[src/rtl/aging_keyed_event_table_unit_assert.svh]
// assertion macros shared by the rtl, clocked on clk and quiet while arst_n is low
`ifndef AGING_KEYED_EVENT_TABLE_UNIT_ASSERT_SVH
`define AGING_KEYED_EVENT_TABLE_UNIT_ASSERT_SVH

// condition must hold in the same cycle as the trigger
`define AKET_ASSERT_NOW(label, trig, cond, msg) \
	label: assert property (@(posedge clk) disable iff (!arst_n) (trig) |-> (cond)) \
		else $error(msg);

// condition must hold in the cycle after the trigger
`define AKET_ASSERT_NEXT(label, trig, cond, msg) \
	label: assert property (@(posedge clk) disable iff (!arst_n) (trig) |=> (cond)) \
		else $error(msg);

`endif

[src/rtl/aket_pkg.sv]
package aket_pkg;

	// command codes carried in s_tuser
	typedef enum logic [1:0] {
		CMD_EXPIRE = 2'd0,
		CMD_RECORD = 2'd1,
		CMD_QUERY  = 2'd2,
		CMD_NONE   = 2'd3
	} cmd_t;

	// sequencer states
	typedef enum logic [1:0] {
		ST_IDLE = 2'd0,
		ST_SCAN = 2'd1,
		ST_FIN  = 2'd2,
		ST_OUT  = 2'd3
	} state_t;

	localparam int unsigned ID_W    = 16;
	localparam int unsigned SIDE_W  = 2;
	localparam int unsigned TIME_W  = 32;
	localparam int unsigned COUNT_W = 5;

	localparam int unsigned S_TDATA_W = 56;
	localparam int unsigned M_TDATA_W = 48;

	localparam logic [TIME_W-1:0] MEM_TIME_RESET = 32'd10000;

endpackage

[src/rtl/aging_keyed_event_table_unit.sv]
// Keyed event table with aging. Holds up to ENTRIES records (key, timestamp, side) in
// insertion order in a single-port-read, single-port-write memory. s_tuser selects the
// command: expire drops every record whose memory_time + stamp (33-bit, no wrap) is below
// now and compacts the survivors in order; record overwrites the record with the same key
// or appends a new one (a new key on a full table is dropped and flagged); query reports
// whether the key is present; code 3 changes nothing. Every transfer in gives exactly one
// transfer out with the latest stamp (first record wins on ties, zero stamps never win),
// its side and the record count after the command. A single sequencer walks the table
// once, one memory read per cycle, with one shared compare datapath evaluating each
// registered read record (age check, key match, latest stamp) up to the last registered
// read; ST_FIN then does the append/count update and ST_OUT loads the output register.
// ST_OUT repeats while the output register still holds an earlier result that m_tready
// has not taken. s_tready is low from acceptance until the output register is loaded,
// so a new item is taken only once the previous one is through the table. The output
// register lets the next item be accepted while the previous result still waits on
// m_tready. memory_time is written through cfg_wr_en / cfg_wr_data; the user must write
// it only while the block is idle, the block itself does not enforce this. It resets to
// 10000. No clearing pass after reset: records beyond the count are never read.
module aging_keyed_event_table_unit #(
	parameter int unsigned ENTRIES  = 16,
	parameter int unsigned KEY_BITS = 16
) (
	input  logic                           clk,
	input  logic                           arst_n,
	// configuration write: memory_time
	input  logic                           cfg_wr_en,
	input  logic [aket_pkg::TIME_W-1:0]    cfg_wr_data,
	// command input
	input  logic                           s_tvalid,
	output logic                           s_tready,
	// [15:0] object_id, [17:16] hit_side, [49:18] now, [55:50] zero
	input  logic [aket_pkg::S_TDATA_W-1:0] s_tdata,
	// [1:0] command
	input  logic [1:0]                     s_tuser,
	// result output
	output logic                           m_tvalid,
	input  logic                           m_tready,
	// [0] found, [1] dropped, [33:2] latest_time, [35:34] latest_side,
	// [40:36] entry_count, [47:41] zero
	output logic [aket_pkg::M_TDATA_W-1:0] m_tdata
);

	import aket_pkg::*;

	// address and count widths follow the table depth
	localparam int unsigned AW = $clog2(ENTRIES);
	localparam int unsigned CW = $clog2(ENTRIES + 1);
	// only the low KEY_BITS of the 16-bit id take part in matching
	localparam int unsigned KW = (KEY_BITS < ID_W) ? KEY_BITS : ID_W;
	localparam logic [CW-1:0] FULL = CW'(ENTRIES);

	// record memory
	logic [KW-1:0]     key_mem   [ENTRIES];
	logic [TIME_W-1:0] stamp_mem [ENTRIES];
	logic [SIDE_W-1:0] side_mem  [ENTRIES];

	// control state
	state_t            state_q, state_d;
	logic [TIME_W-1:0] mem_time_q;
	logic [CW-1:0]     cnt_q;
	logic [CW-1:0]     rd_q;
	logic [CW-1:0]     wr_q;
	logic              dv_s1;
	logic              out_valid_q;

	// latched command
	cmd_t              cmd_q;
	logic [KW-1:0]     key_q;
	logic [SIDE_W-1:0] side_q;
	logic [TIME_W-1:0] now_q;

	// scan results
	logic              hit_q;
	logic              dropped_q;
	logic [TIME_W-1:0] best_q;
	logic [SIDE_W-1:0] bside_q;

	// read stage
	logic [KW-1:0]     rkey_s1;
	logic [TIME_W-1:0] rstamp_s1;
	logic [SIDE_W-1:0] rside_s1;
	logic [AW-1:0]     ridx_s1;

	// output register
	logic              out_found_q;
	logic              out_dropped_q;
	logic [TIME_W-1:0] out_time_q;
	logic [SIDE_W-1:0] out_side_q;
	logic [COUNT_W-1:0] out_cnt_q;

	// sequencer strobes and shared datapath
	logic              accept;
	logic              issue;
	logic              proc;
	logic              match;
	logic              keep;
	logic [TIME_W:0]   limit;
	logic [TIME_W-1:0] cand_stamp;
	logic [SIDE_W-1:0] cand_side;
	logic              cand_take;
	logic              can_append;
	logic              append;
	logic              out_load;
	logic              mem_we;
	logic [AW-1:0]     mem_waddr;
	logic [KW-1:0]     mem_wkey;
	logic [TIME_W-1:0] mem_wstamp;
	logic [SIDE_W-1:0] mem_wside;

	assign s_tready = (state_q == ST_IDLE);
	assign accept   = s_tvalid && s_tready;

	// shared compare datapath on the record coming out of the read stage
	always_comb begin
		limit = {1'b0, mem_time_q} + {1'b0, rstamp_s1};
		keep  = !(limit < {1'b0, now_q});
		match = (rkey_s1 == key_q);
		cand_stamp = rstamp_s1;
		cand_side  = rside_s1;
		// an overwritten record competes with its new stamp
		if (cmd_q == CMD_RECORD && match) begin
			cand_stamp = now_q;
			cand_side  = side_q;
		end
		cand_take = (cand_stamp > best_q) && !(cmd_q == CMD_EXPIRE && !keep);
	end

	// sequencer: next state and strobes
	always_comb begin
		state_d    = state_q;
		issue      = 1'b0;
		proc       = 1'b0;
		append     = 1'b0;
		out_load   = 1'b0;
		mem_we     = 1'b0;
		mem_waddr  = ridx_s1;
		mem_wkey   = key_q;
		mem_wstamp = now_q;
		mem_wside  = side_q;
		can_append = (cnt_q < FULL);
		unique case (state_q)
			ST_IDLE: begin
				if (accept) begin
					state_d = ST_SCAN;
				end
			end
			ST_SCAN: begin
				issue = (rd_q < cnt_q);
				proc  = dv_s1;
				if (dv_s1) begin
					if (cmd_q == CMD_EXPIRE && keep) begin
						// compact survivors down to the write pointer
						mem_we     = 1'b1;
						mem_waddr  = wr_q[AW-1:0];
						mem_wkey   = rkey_s1;
						mem_wstamp = rstamp_s1;
						mem_wside  = rside_s1;
					end else if (cmd_q == CMD_RECORD && match) begin
						// overwrite in place
						mem_we = 1'b1;
					end
				end
				if (!issue) begin
					state_d = ST_FIN;
				end
			end
			ST_FIN: begin
				append = (cmd_q == CMD_RECORD) && !hit_q && can_append;
				if (append) begin
					mem_we    = 1'b1;
					mem_waddr = cnt_q[AW-1:0];
				end
				state_d = ST_OUT;
			end
			ST_OUT: begin
				out_load = !out_valid_q || m_tready;
				if (out_load) begin
					state_d = ST_IDLE;
				end
			end
			default: begin
				state_d = ST_IDLE;
			end
		endcase
	end

	always_ff @(posedge clk or negedge arst_n) begin
		if (!arst_n) begin
			state_q <= ST_IDLE;
		end else begin
			state_q <= state_d;
		end
	end

	// memory: one write port, one registered read port
	always_ff @(posedge clk) begin
		if (mem_we) begin
			key_mem[mem_waddr]   <= mem_wkey;
			stamp_mem[mem_waddr] <= mem_wstamp;
			side_mem[mem_waddr]  <= mem_wside;
		end
		rkey_s1   <= key_mem[rd_q[AW-1:0]];
		rstamp_s1 <= stamp_mem[rd_q[AW-1:0]];
		rside_s1  <= side_mem[rd_q[AW-1:0]];
		ridx_s1   <= rd_q[AW-1:0];
	end

	// control registers
	always_ff @(posedge clk or negedge arst_n) begin
		if (!arst_n) begin
			mem_time_q  <= MEM_TIME_RESET;
			cnt_q       <= '0;
			rd_q        <= '0;
			wr_q        <= '0;
			dv_s1       <= 1'b0;
			out_valid_q <= 1'b0;
		end else begin
			if (cfg_wr_en) begin
				mem_time_q <= cfg_wr_data;
			end
			if (accept) begin
				rd_q <= '0;
				wr_q <= '0;
			end
			dv_s1 <= issue;
			if (issue) begin
				rd_q <= rd_q + CW'(1);
			end
			if (proc && cmd_q == CMD_EXPIRE && keep) begin
				wr_q <= wr_q + CW'(1);
			end
			if (state_q == ST_FIN) begin
				if (cmd_q == CMD_EXPIRE) begin
					cnt_q <= wr_q;
				end else if (append) begin
					cnt_q <= cnt_q + CW'(1);
				end
			end
			if (out_load) begin
				out_valid_q <= 1'b1;
			end else if (m_tready) begin
				out_valid_q <= 1'b0;
			end
		end
	end

	// command latch, running results and output payload
	always_ff @(posedge clk) begin
		if (accept) begin
			cmd_q     <= cmd_t'(s_tuser);
			key_q     <= s_tdata[KW-1:0];
			side_q    <= s_tdata[17:16];
			now_q     <= s_tdata[49:18];
			hit_q     <= 1'b0;
			dropped_q <= 1'b0;
			best_q    <= '0;
			bside_q   <= '0;
		end
		if (proc) begin
			if (match && (cmd_q == CMD_RECORD || cmd_q == CMD_QUERY)) begin
				hit_q <= 1'b1;
			end
			if (cand_take) begin
				best_q  <= cand_stamp;
				bside_q <= cand_side;
			end
		end
		if (state_q == ST_FIN) begin
			if (append && now_q > best_q) begin
				best_q  <= now_q;
				bside_q <= side_q;
			end
			dropped_q <= (cmd_q == CMD_RECORD) && !hit_q && !can_append;
		end
		if (out_load) begin
			out_found_q   <= (cmd_q == CMD_QUERY) && hit_q;
			out_dropped_q <= dropped_q;
			out_time_q    <= best_q;
			out_side_q    <= bside_q;
			out_cnt_q     <= COUNT_W'(cnt_q);
		end
	end

	assign m_tvalid = out_valid_q;
	assign m_tdata  = {7'd0, out_cnt_q, out_side_q, out_time_q, out_dropped_q, out_found_q};

	`include "aging_keyed_event_table_unit_assert.svh"

	`AKET_ASSERT_NOW(a_cnt_bound, 1'b1, cnt_q <= FULL, "record count beyond table depth")
	`AKET_ASSERT_NOW(a_dv_in_scan, dv_s1, state_q == ST_SCAN, "read data outside the walk")
	`AKET_ASSERT_NEXT(a_accept_scan, accept, state_q == ST_SCAN, "accepted item not walked")
	`AKET_ASSERT_NOW(a_compact_order, state_q == ST_SCAN && cmd_q == CMD_EXPIRE,
		wr_q <= rd_q, "compaction overtook the read pointer")
	`AKET_ASSERT_NOW(a_flags_excl, out_valid_q, !(out_found_q && out_dropped_q),
		"found and dropped both set")

endmodule
[config.mk]
export PLATFORM = sky130hd
export DESIGN_NAME = aging_keyed_event_table_unit
export DESIGN_NICKNAME = d
export VERILOG_FILES = /design/src/rtl/aket_pkg.sv /design/src/rtl/aging_keyed_event_table_unit.sv
export VERILOG_INCLUDE_DIRS = /design/src /design/src/rtl
export SDC_FILE = /design/constraint.sdc
export NUM_CORES = 1
export LEC_CHECK = 0
export BUFFER_PORTS_ARGS = -buffer_cell sky130_fd_sc_hd__buf_2
export CAP_MARGIN = 10
export CORE_MARGIN = 2
export CORE_UTILIZATION = 45
export CTS_BUF_LIST = sky130_fd_sc_hd__clkbuf_8
export CTS_CLUSTER_SIZE = 25
export DETAILED_ROUTE_END_ITERATION = 12
export GPL_TIMING_DRIVEN = 0
export PLACE_DENSITY_LB_ADDON = 0.1
export SYNTH_ARGS = -nofsm -noshare
export SYNTH_HDL_FRONTEND = slang
export SYNTH_SLANG_ARGS = --single-unit
[constraint.sdc]
create_clock -name clk -period 16.3 [get_ports clk]
set_clock_uncertainty 0.15 [all_clocks]
set_input_delay 1.63 -clock clk [delete_from_list [all_inputs] [get_ports clk]]
set_output_delay 1.63 -clock clk [all_outputs]
set_load 0.02 [all_outputs]
# After elaboration in Yosys (flattened, before gate mapping)
# Memories as Yosys holds them, arrays and structs flattened. A register that Yosys moved wholly into a read port is not among the register bits.
# Cells that the tools add are included.
# word_totals
register_bits	184
n_memories	3
ram_bits	800
# memory_table
name	words	width	rd	rd_clocked_by_memory_dff	write_ports	line_no	text
stamp_mem	16	32	1	1	1	aging_keyed_event_table_unit.sv:54	logic [TIME_W-1:0] stamp_mem [ENTRIES];
key_mem	16	16	1	1	1	aging_keyed_event_table_unit.sv:53	logic [KW-1:0] key_mem [ENTRIES];
side_mem	16	2	1	1	1	aging_keyed_event_table_unit.sv:55	logic [SIDE_W-1:0] side_mem [ENTRIES];
# op_classes
mux	52
addsub	4
order_cmp	5
n_eq_ne	9
reduce_logical	29
# ops
operator	count
$mux 32	9
$gt 32x32->1	2
$mux 16	3
$add 32x32->33	1
$lt 33x32->1	1
$mux 5	5
$mux 2	12
$mux 1	17
$eq 16x16->1	1
$add 5x1->5 const B	3
$logic_and 1x1->1	13
$mux 4	3
$reduce_bool 2->1	5
$pmux 2 s4	1
$pmux 4 s2	1
$eq 2x2->1 const B	3
$logic_not 1->1	5
$lt 5x5->1	1
$lt 5x5->1 const B	1
$eq 2x1->1 const B	2
$logic_not 2->1	2
$ne 2x2->1 const B	2
$reduce_and 3->1	1
$logic_or 1x1->1	2
other kinds (3)	3

# Longest topological paths before layout
# Gate-level depths: netlist of the first run.
# depth
depth_word	9
mapped_depth	24
ltp_nobuf	22

# Least setup slack after synthesis of the first run
# OpenSTA, ideal clock, no wires.
# synth_path
kind	reg2reg
from	register rstamp_s1[0] (read register of stamp_mem)
to	memory key_mem[7][0] (netlist name) (enable)
path_stages_with_launch	23
setup_time_ns	0.727
t_required_ns	15.423
arrival_ns	12.742
n_path_buf	0
setup_slack_ns	2.682
cell_sequence	dfxtp_1 ha_1 inv_1 fa_1 nor2b_1 o31a_1 o31ai_1 a2111o_1 a21oi_1 o31a_1 nor3_1 or4b_2 o2111ai_1 ha_1 nand4_1 nor4_1 a211oi_1 nand4_1 a211oi_1 a21oi_4 o311ai_2 o211ai_1 a2111oi_0
# synth_via
elab_chain_len	9
# synth_lines
element	line_no	text
start: declaration	aging_keyed_event_table_unit.sv:80	logic [TIME_W-1:0] rstamp_s1;
$add 32x32->33 (*)	aging_keyed_event_table_unit.sv:115	limit = {1'b0, mem_time_q} + {1'b0, rstamp_s1};
$lt 33x32->1 (*)	aging_keyed_event_table_unit.sv:116	keep = !(limit < {1'b0, now_q});
$logic_not 1->1 (*)	aging_keyed_event_table_unit.sv:116	
$logic_and 1x1->1 (*)	aging_keyed_event_table_unit.sv:151	if (cmd_q == CMD_EXPIRE && keep) begin
$mux 1	aging_keyed_event_table_unit.sv:151	
$mux 1	aging_keyed_event_table_unit.sv:150	if (dv_s1) begin
$pmux 1 s2	aging_keyed_event_table_unit.sv:141	unique case (state_q)
$mux 1	aging_keyed_event_table_unit.sv:197	if (mem_we) begin
$mux 1 (not written as such)	aging_keyed_event_table_unit.sv:198	key_mem[mem_waddr] <= mem_wkey;
end: declaration	aging_keyed_event_table_unit.sv:53	
# Mark *: on every way between the ends. The rest lies on a longest branch, timed or not.

# Worst setup path after layout of the first run
# layout_path
from	register rstamp_s1[0] (read register of stamp_mem)
to	memory stamp_mem[4][7] (enable)
# layout_via
elab_chain_len	9
# layout_lines
element	line_no	text
$add 32x32->33 (*)	aging_keyed_event_table_unit.sv:115	
$lt 33x32->1 (*)	aging_keyed_event_table_unit.sv:116	
$logic_not 1->1 (*)	aging_keyed_event_table_unit.sv:116	
$logic_and 1x1->1 (*)	aging_keyed_event_table_unit.sv:151	
$mux 1	aging_keyed_event_table_unit.sv:151	
$mux 1	aging_keyed_event_table_unit.sv:150	
$pmux 1 s2	aging_keyed_event_table_unit.sv:141	
$mux 1	aging_keyed_event_table_unit.sv:197	
$mux 1 (not written as such)	aging_keyed_event_table_unit.sv:199	stamp_mem[mem_waddr] <= mem_wstamp;
end: declaration	aging_keyed_event_table_unit.sv:54	
# Marks and branches as above.

==> results.tsv, run 1 <==
metric	value	unit
status	finished, final reports clean	
design_area	0.05048	mm^2
final_util	0.5236	
ys_ff_latch	1034	
nets	3433	
met1_usage	0.3369	
routed_via_density	5.772	
rsz0062_at_grt	false	
grt_use_met3	0.04598	
synth_area_per_cell	15.54	um^2
core	0.09642	mm^2
dieArea	0.09963	mm^2
period_share	0.5824	
grt_pass1_vias	27090	
cp_slowest_cell	nor4_1	
r2r_cells	26	
final_antenna_net_count	0	
track_usage	0.2520	
regToRegSetupSlack	6.81	ns
hold_path_end	out_time_q[25]	
max_stage_delay	0.84	ns
place_area	0.04716	mm^2
max_slew_margin	0.1417	
maxCapViolCount	0	
clock_sinks	1034	
fmax	0.1053	GHz
async_flop_share	0.04932	
ctsHoldBuffers	0	
use_met2	0.4198	
path_max_fanout	7	
drive_gt1_frac	0.2099	
hold_viol	0	
ys.flop_type	edfxtp_1	
setup_viol	0	
synth-seq-area-share	0.6844	
wl_per_cell	27.13	um
clk-insertion-delay-late	0.85	ns
ys_warn_count	0	
port_buffers	130	
tns	0	ns
reg2reg_from	rstamp_s1[0]	
cp.required	16.66	ns
ir_worst_vdd	0.00006834	V
p_leak	17.86	nW
grt_max_degree	34	
cts_resized	0	
h-tree-depth	4	
cts_tree	yes	
hold_start	best_q[25]	
ioPinCount	145	
arrival	9.85	ns
clkSlewWorstSetupHoldPaths	0.06	ns
antenna_found_initial	6	
power	8.216	mW
grt-busiest-layer	met2	
firstDrtPassIters	5	
cts_buffer_depth	3	
dp_hpwl	88410	um
worstSetupStartpointType	flop	
endpoint_kind	flop	
cts_made_buffers	172	
rows	114	
crit_type	reg -> reg	
rr_endpoint	stamp_mem[4][7]	
syn_area	0.04370	mm^2
drv_slew	0	
die_w	315.6	um
fin_crit	9.494	ns
power_density	162.7	mW/mm^2
yosys.cell_types.count	74	
totalWireLength	125300	um
clock_tree.root_cell	clkbuf_8	
fin_ws	6.806	ns
hold_path_class	reg -> reg	
initialDrtViolationCount	2485	
cts_setup_buffers	0	
areaGrowthSynthToFinish	15.51	%
hold_path_depth	0	
dp_slack	6.987	ns
grt_overflow_total	0	
worstMarginPinSlew	1.287	ns
fillCellCount	8026	
floorplan.initialDensity	0.4533	
place_congestion	0.9558	
post-route-drc-count	0	
grt_pass1_wl	180000	um
postSynthCellCount	2812	
die_h	315.6	um
vias	26670	
synth_edf_count	894	
==> state kept, by name (all words and copies together), names as in the netlist, 2 cells and up <==
register / count
state_q: 2
out_side_q: 2
bside_q: 2
key_mem: 256
cmd_q: 2
rstamp_s1: 32
ridx_s1: 4
mem_time_q: 32
wr_q: 5
out_time_q: 32
rside_s1: 2
side_mem: 32
now_q: 32
rd_q: 5
stamp_mem: 512
side_q: 2
key_q: 16
best_q: 32
cnt_q: 5
out_cnt_q: 5
rkey_s1: 16
==> worst max-delay path, delay by kind of cell, from the launching register on <==
| kind | cells | cell delay (ns) |
|---|---|---|
| multiplexers | 1 | 0.38 |
| buffers and inverters | 5 | 1.06 |
| adder cells (fa/ha/maj) | 3 | 0.83 |
| flip-flops | 1 | 0.49 |
| AND/OR/NAND/NOR | 7 | 2.50 |
| AO/OA/AOI/OAI | 10 | 3.76 |
==> placed cells by master (no fill, tap or decap), types with 12 or more instances in the layout <==
master,n
a21o_1,24
a21oi_1,116
a221oi_1,52
a22oi_1,52
a31oi_1,35
buf_1,17
buf_12,19
buf_16,13
buf_2,145
buf_4,27
clkbuf_1,107
clkbuf_8,188
clkinv_1,23
dfrtp_1,46
dfxtp_1,89
edfxtp_1,894
ha_1,141
inv_1,180
mux2_2,132
mux2i_1,156
mux4_2,100
nand2_1,177
nand3_1,25
nand4_1,29
nor2_1,82
nor2_4,12
o21a_1,12
o21ai_0,191
or3_1,32
xnor2_1,37
==> synthesized netlist by cell type (all sizes together) (35+ instances only) <==
master | number | area share
xnor2 | 37 | 0.0074
nand2 | 177 | 0.015
mux2 | 133 | 0.034
mux4 | 100 | 0.052
mux2i | 156 | 0.036
dfrtp | 46 | 0.026
a21oi | 117 | 0.014
ha | 141 | 0.040
inv | 101 | 0.0087
nor2 | 94 | 0.0081
o21ai | 193 | 0.022
a22oi | 52 | 0.0089
dfxtp | 89 | 0.041
clkbuf | 108 | 0.0093
edfxtp | 894 | 0.61
a31oi | 35 | 0.0050
a221oi | 54 | 0.011
==> cell families (layout without fill, tap and decap cells) <==
group                      after synthesis  after routing  share of synthesized area
AOI/OAI and AO/OA                      550            550                    0.07973
adders and majority gates              142            142                    0.04082
other                                    1             12                 0.00008580
muxes                                  389            389                     0.1215
xor gates and xnor gates                40             40                   0.008016
DFF                                   1034           1034                     0.6844
buffers and inverters                  240            761                    0.02196
and+or+nand+nor                        416            416                    0.04349
==> power breakdown <==
group,switching (mW),total [mW],internal [mW]
clock network,1.04,2.18,1.14
registers,0.230,3.42,3.19
logic,1.62,2.61,0.997
total,2.89,8.22,5.33
==> area by class of cell <==
| type | instances | area, um^2 | share of cell area |
|---|---|---|---|
| antenna | 5 | 12.51 | 0.0002478 |
| buffer | 139 | 584.3 | 0.01157 |
| clock buffer | 188 | 2587 | 0.05125 |
| clock inverter | 129 | 705.7 | 0.01398 |
| inverter | 101 | 379.1 | 0.007509 |
| multi-input combinational | 1544 | 12990 | 0.2572 |
| sequential | 1034 | 29910 | 0.5925 |
| tap | 1276 | 1597 | 0.03162 |
| timing repair buffer | 204 | 1724 | 0.03415 |
==> worst max-delay path by stage <==
stage	from	end	slack (ns)	cells after the start
finish	rstamp_s1[0]	stamp_mem[4][7]	6.81	26
global route	rstamp_s1[0]	stamp_mem[4][10]	6.54	26
CTS	rstamp_s1[0]	stamp_mem[5][3]	6.93	27
detailed placement	rstamp_s1[0]	stamp_mem[4][7]	6.99	26
global placement	rstamp_s1[0]	stamp_mem[7][9]	-9.35	22
floorplan	rstamp_s1[0]	key_mem[7][0]	2.68	22
==> layer usage <==
layer  vias up  wire length (um)
li1      11800                 -
met1     13630             52610
met2      1029             60850
met3       207              8651
met4         0              3226
met5         -                 0
==> stage by stage <==
stage,cells,hold slack (ns)
floorplan,2818,0.2216
global placement,4224,0.2431
detailed placement,4297,0.2569
CTS,4614,0.2725
global route,4617,0.2847
finish,4620,0.2723
(Power assumes the default switching activity.)
==> inputs of run 2 (changes only) <==
Clock period 16.3 ns to 9.7 ns, I/O delays scaled along.
==> run 2 against run 1 <==
Against the previous run: sequential cell count did not move; sequential power rose by 68%; global-route usage is 0.51 points lower; routed wire length is 2.5% lower; non-clock buffer count shrank 20.
==> results.tsv, run 2 (synthesis results as in run 1) <==
metric	value	unit
wl_per_cell	26.54	um
period_share	0.9420	
vias	26290	
holdWs	0.1469	ns
design_area	0.05044	mm^2
p_leak	17.72	nW
swShare	0.3489	
floorplan.initialDensity	0.4533	
h-tree-depth	4	
hold_path_class	in -> reg	
nets	3414	
worstSetupStartpointType	flop	
clock_tree.root_cell	clkbuf_8	
areaGrowthSynthToFinish	15.42	%
layout_common_cells	894 x edfxtp_1, 194 x clkbuf_8, 190 x o21ai_0, 177 x nand2_1, 166 x inv_1	
final_common_cell	edfxtp_1	
arrival	9.50	ns
grt_pass1_wl	176700	um
cp.required	10.06	ns
clk-insertion-delay-late	0.85	ns
totalWireLength	122200	um
regMostFlops	stamp_mem	
power_density	273.6	mW/mm^2
instances_no_fill	4604	
dpl.cell_count	4274	
cts_buffer_depth	3	
ioPinCount	145	
p_clk_frac	0.270	
largest_reg_flops	512	
endpoint_kind	flop	
dp_slack	0.6580	ns
drv_slew	0	
initialDrtViolationCount	2191	
place_congestion	0.9528	
setup_viol	0	
final_antenna_net_count	0	
core	0.09642	mm^2
fmax	0.1094	GHz
die_w	315.6	um
cts_resized	0	
dp_hpwl	86690	um
place_area	0.04702	mm^2
worstMarginPinSlew	1.328	ns
p_int	8.987	mW
dieArea	0.09963	mm^2
hold_viol	0	
clock_sinks	1034	
hold_path_depth	1	
clkSlewWorstSetupHoldPaths	0.06	ns
tns	0	ns
r2r_cells	25	
switchingPower	4.816	mW
fin_crit	9.137	ns
max_slew_margin	0.1111	
cts_tree	yes	
pwr-share-seq	0.417	
ir_worst_vdd	0.0001277	V
pwr-share-comb	0.314	
path_max_fanout	9	
cts_made_buffers	173	
final_util	0.5232	
fin_ws	0.5630	ns
rsz0062_at_grt	false	
grt_max_degree	37	
status	finished, final reports clean	
routed_via_density	5.711	
post-route-drc-count	0	
drive_gt1_frac	0.2075	
crit_type	reg -> reg	
reg.largest.list	stamp_mem: 512 flops, key_mem: 256 flops	
track_usage	0.2469	
power	13.80	mW
grt_overflow_total	0	
maxCapViolCount	0	
firstDrtPassIters	5	
antenna_found_initial	2	
die_h	315.6	um
rows	114	
port_buffers	130	
grt_pass1_vias	26950	
## run 2: layer usage
| metal | track usage | vias to the layer above | share of wire |
|---|---|---|---|
| met2 | 0.4113 | 952 | 0.49 |
| li1 | - | 11750 | - |
| met1 | 0.3131 | 13350 | 0.41 |
| met3 | 0.06041 | 234 | 0.073 |
| met5 | 0 | - | 0.00022 |
| met4 | 0.09339 | 4 | 0.032 |
## run 2: area by class of cell
type | count | area (um^2)
multi-input cells | 1544 | 13020
fillers | 8039 | 45980
clock inverters | 130 | 704.4
repair buffers | 184 | 1573
flip-flops and latches | 1034 | 29910
clock buffers | 194 | 2670
well taps | 1276 | 1597
diodes | 2 | 5.005
inverters | 101 | 379.1
plain buffers | 139 | 584.3
## run 2: timing repair
action | in CTS | in global routing
hold buffers | 1 | 0
endpoints found under the hold margin | 14 | 0
buffers inserted | 0 | 0
## run 2: worst paths after layout
path                                   start              end  slack, ns
worst max-delay path            rstamp_s1[0]  stamp_mem[4][4]       0.56
worst min-delay path             s_tdata[10]        key_q[10]       0.15
worst max register to register  rstamp_s1[0]  stamp_mem[4][4]       0.56
worst min register to register       rd_q[0]       ridx_s1[0]       0.27
max in group asynchronous             arst_n   mem_time_q[27]       8.28
min in group asynchronous             arst_n   mem_time_q[21]       0.49
## run 2: power groups by stage
stage	Combinational (mW)	Sequential [mW]	Clock, mW
after floorplan	2.90	5.66	0
after detailed placement	4.32	5.83	0
after global routing	4.76	5.77	4.01
after CTS	4.33	5.74	3.81
final	4.33	5.75	3.72
after global placement	4.16	5.84	0
## run 2: worst max-delay path, cell delays in order, from the launching register on
cell       delay [ns]
dfxtp_1          0.48
ha_1             0.24
inv_1            0.06
fa_1             0.41
nor2b_1          0.17
o31a_1           0.27
o31ai_1          0.19
a2111o_1         0.60
a21oi_1          0.35
o31a_1           0.24
nor3_1           0.10
or4b_2           0.64
o2111ai_1        0.14
ha_1             0.18
nand4_1          0.20
nor4_1           0.82
nand2_1          0.16
a21oi_1          0.45
a211oi_1         0.27
a21oi_4          0.33
mux2_1           0.38
a2111o_1         0.59
a2111oi_4        0.69
buf_6            0.28
buf_8            0.19
buf_6            0.19
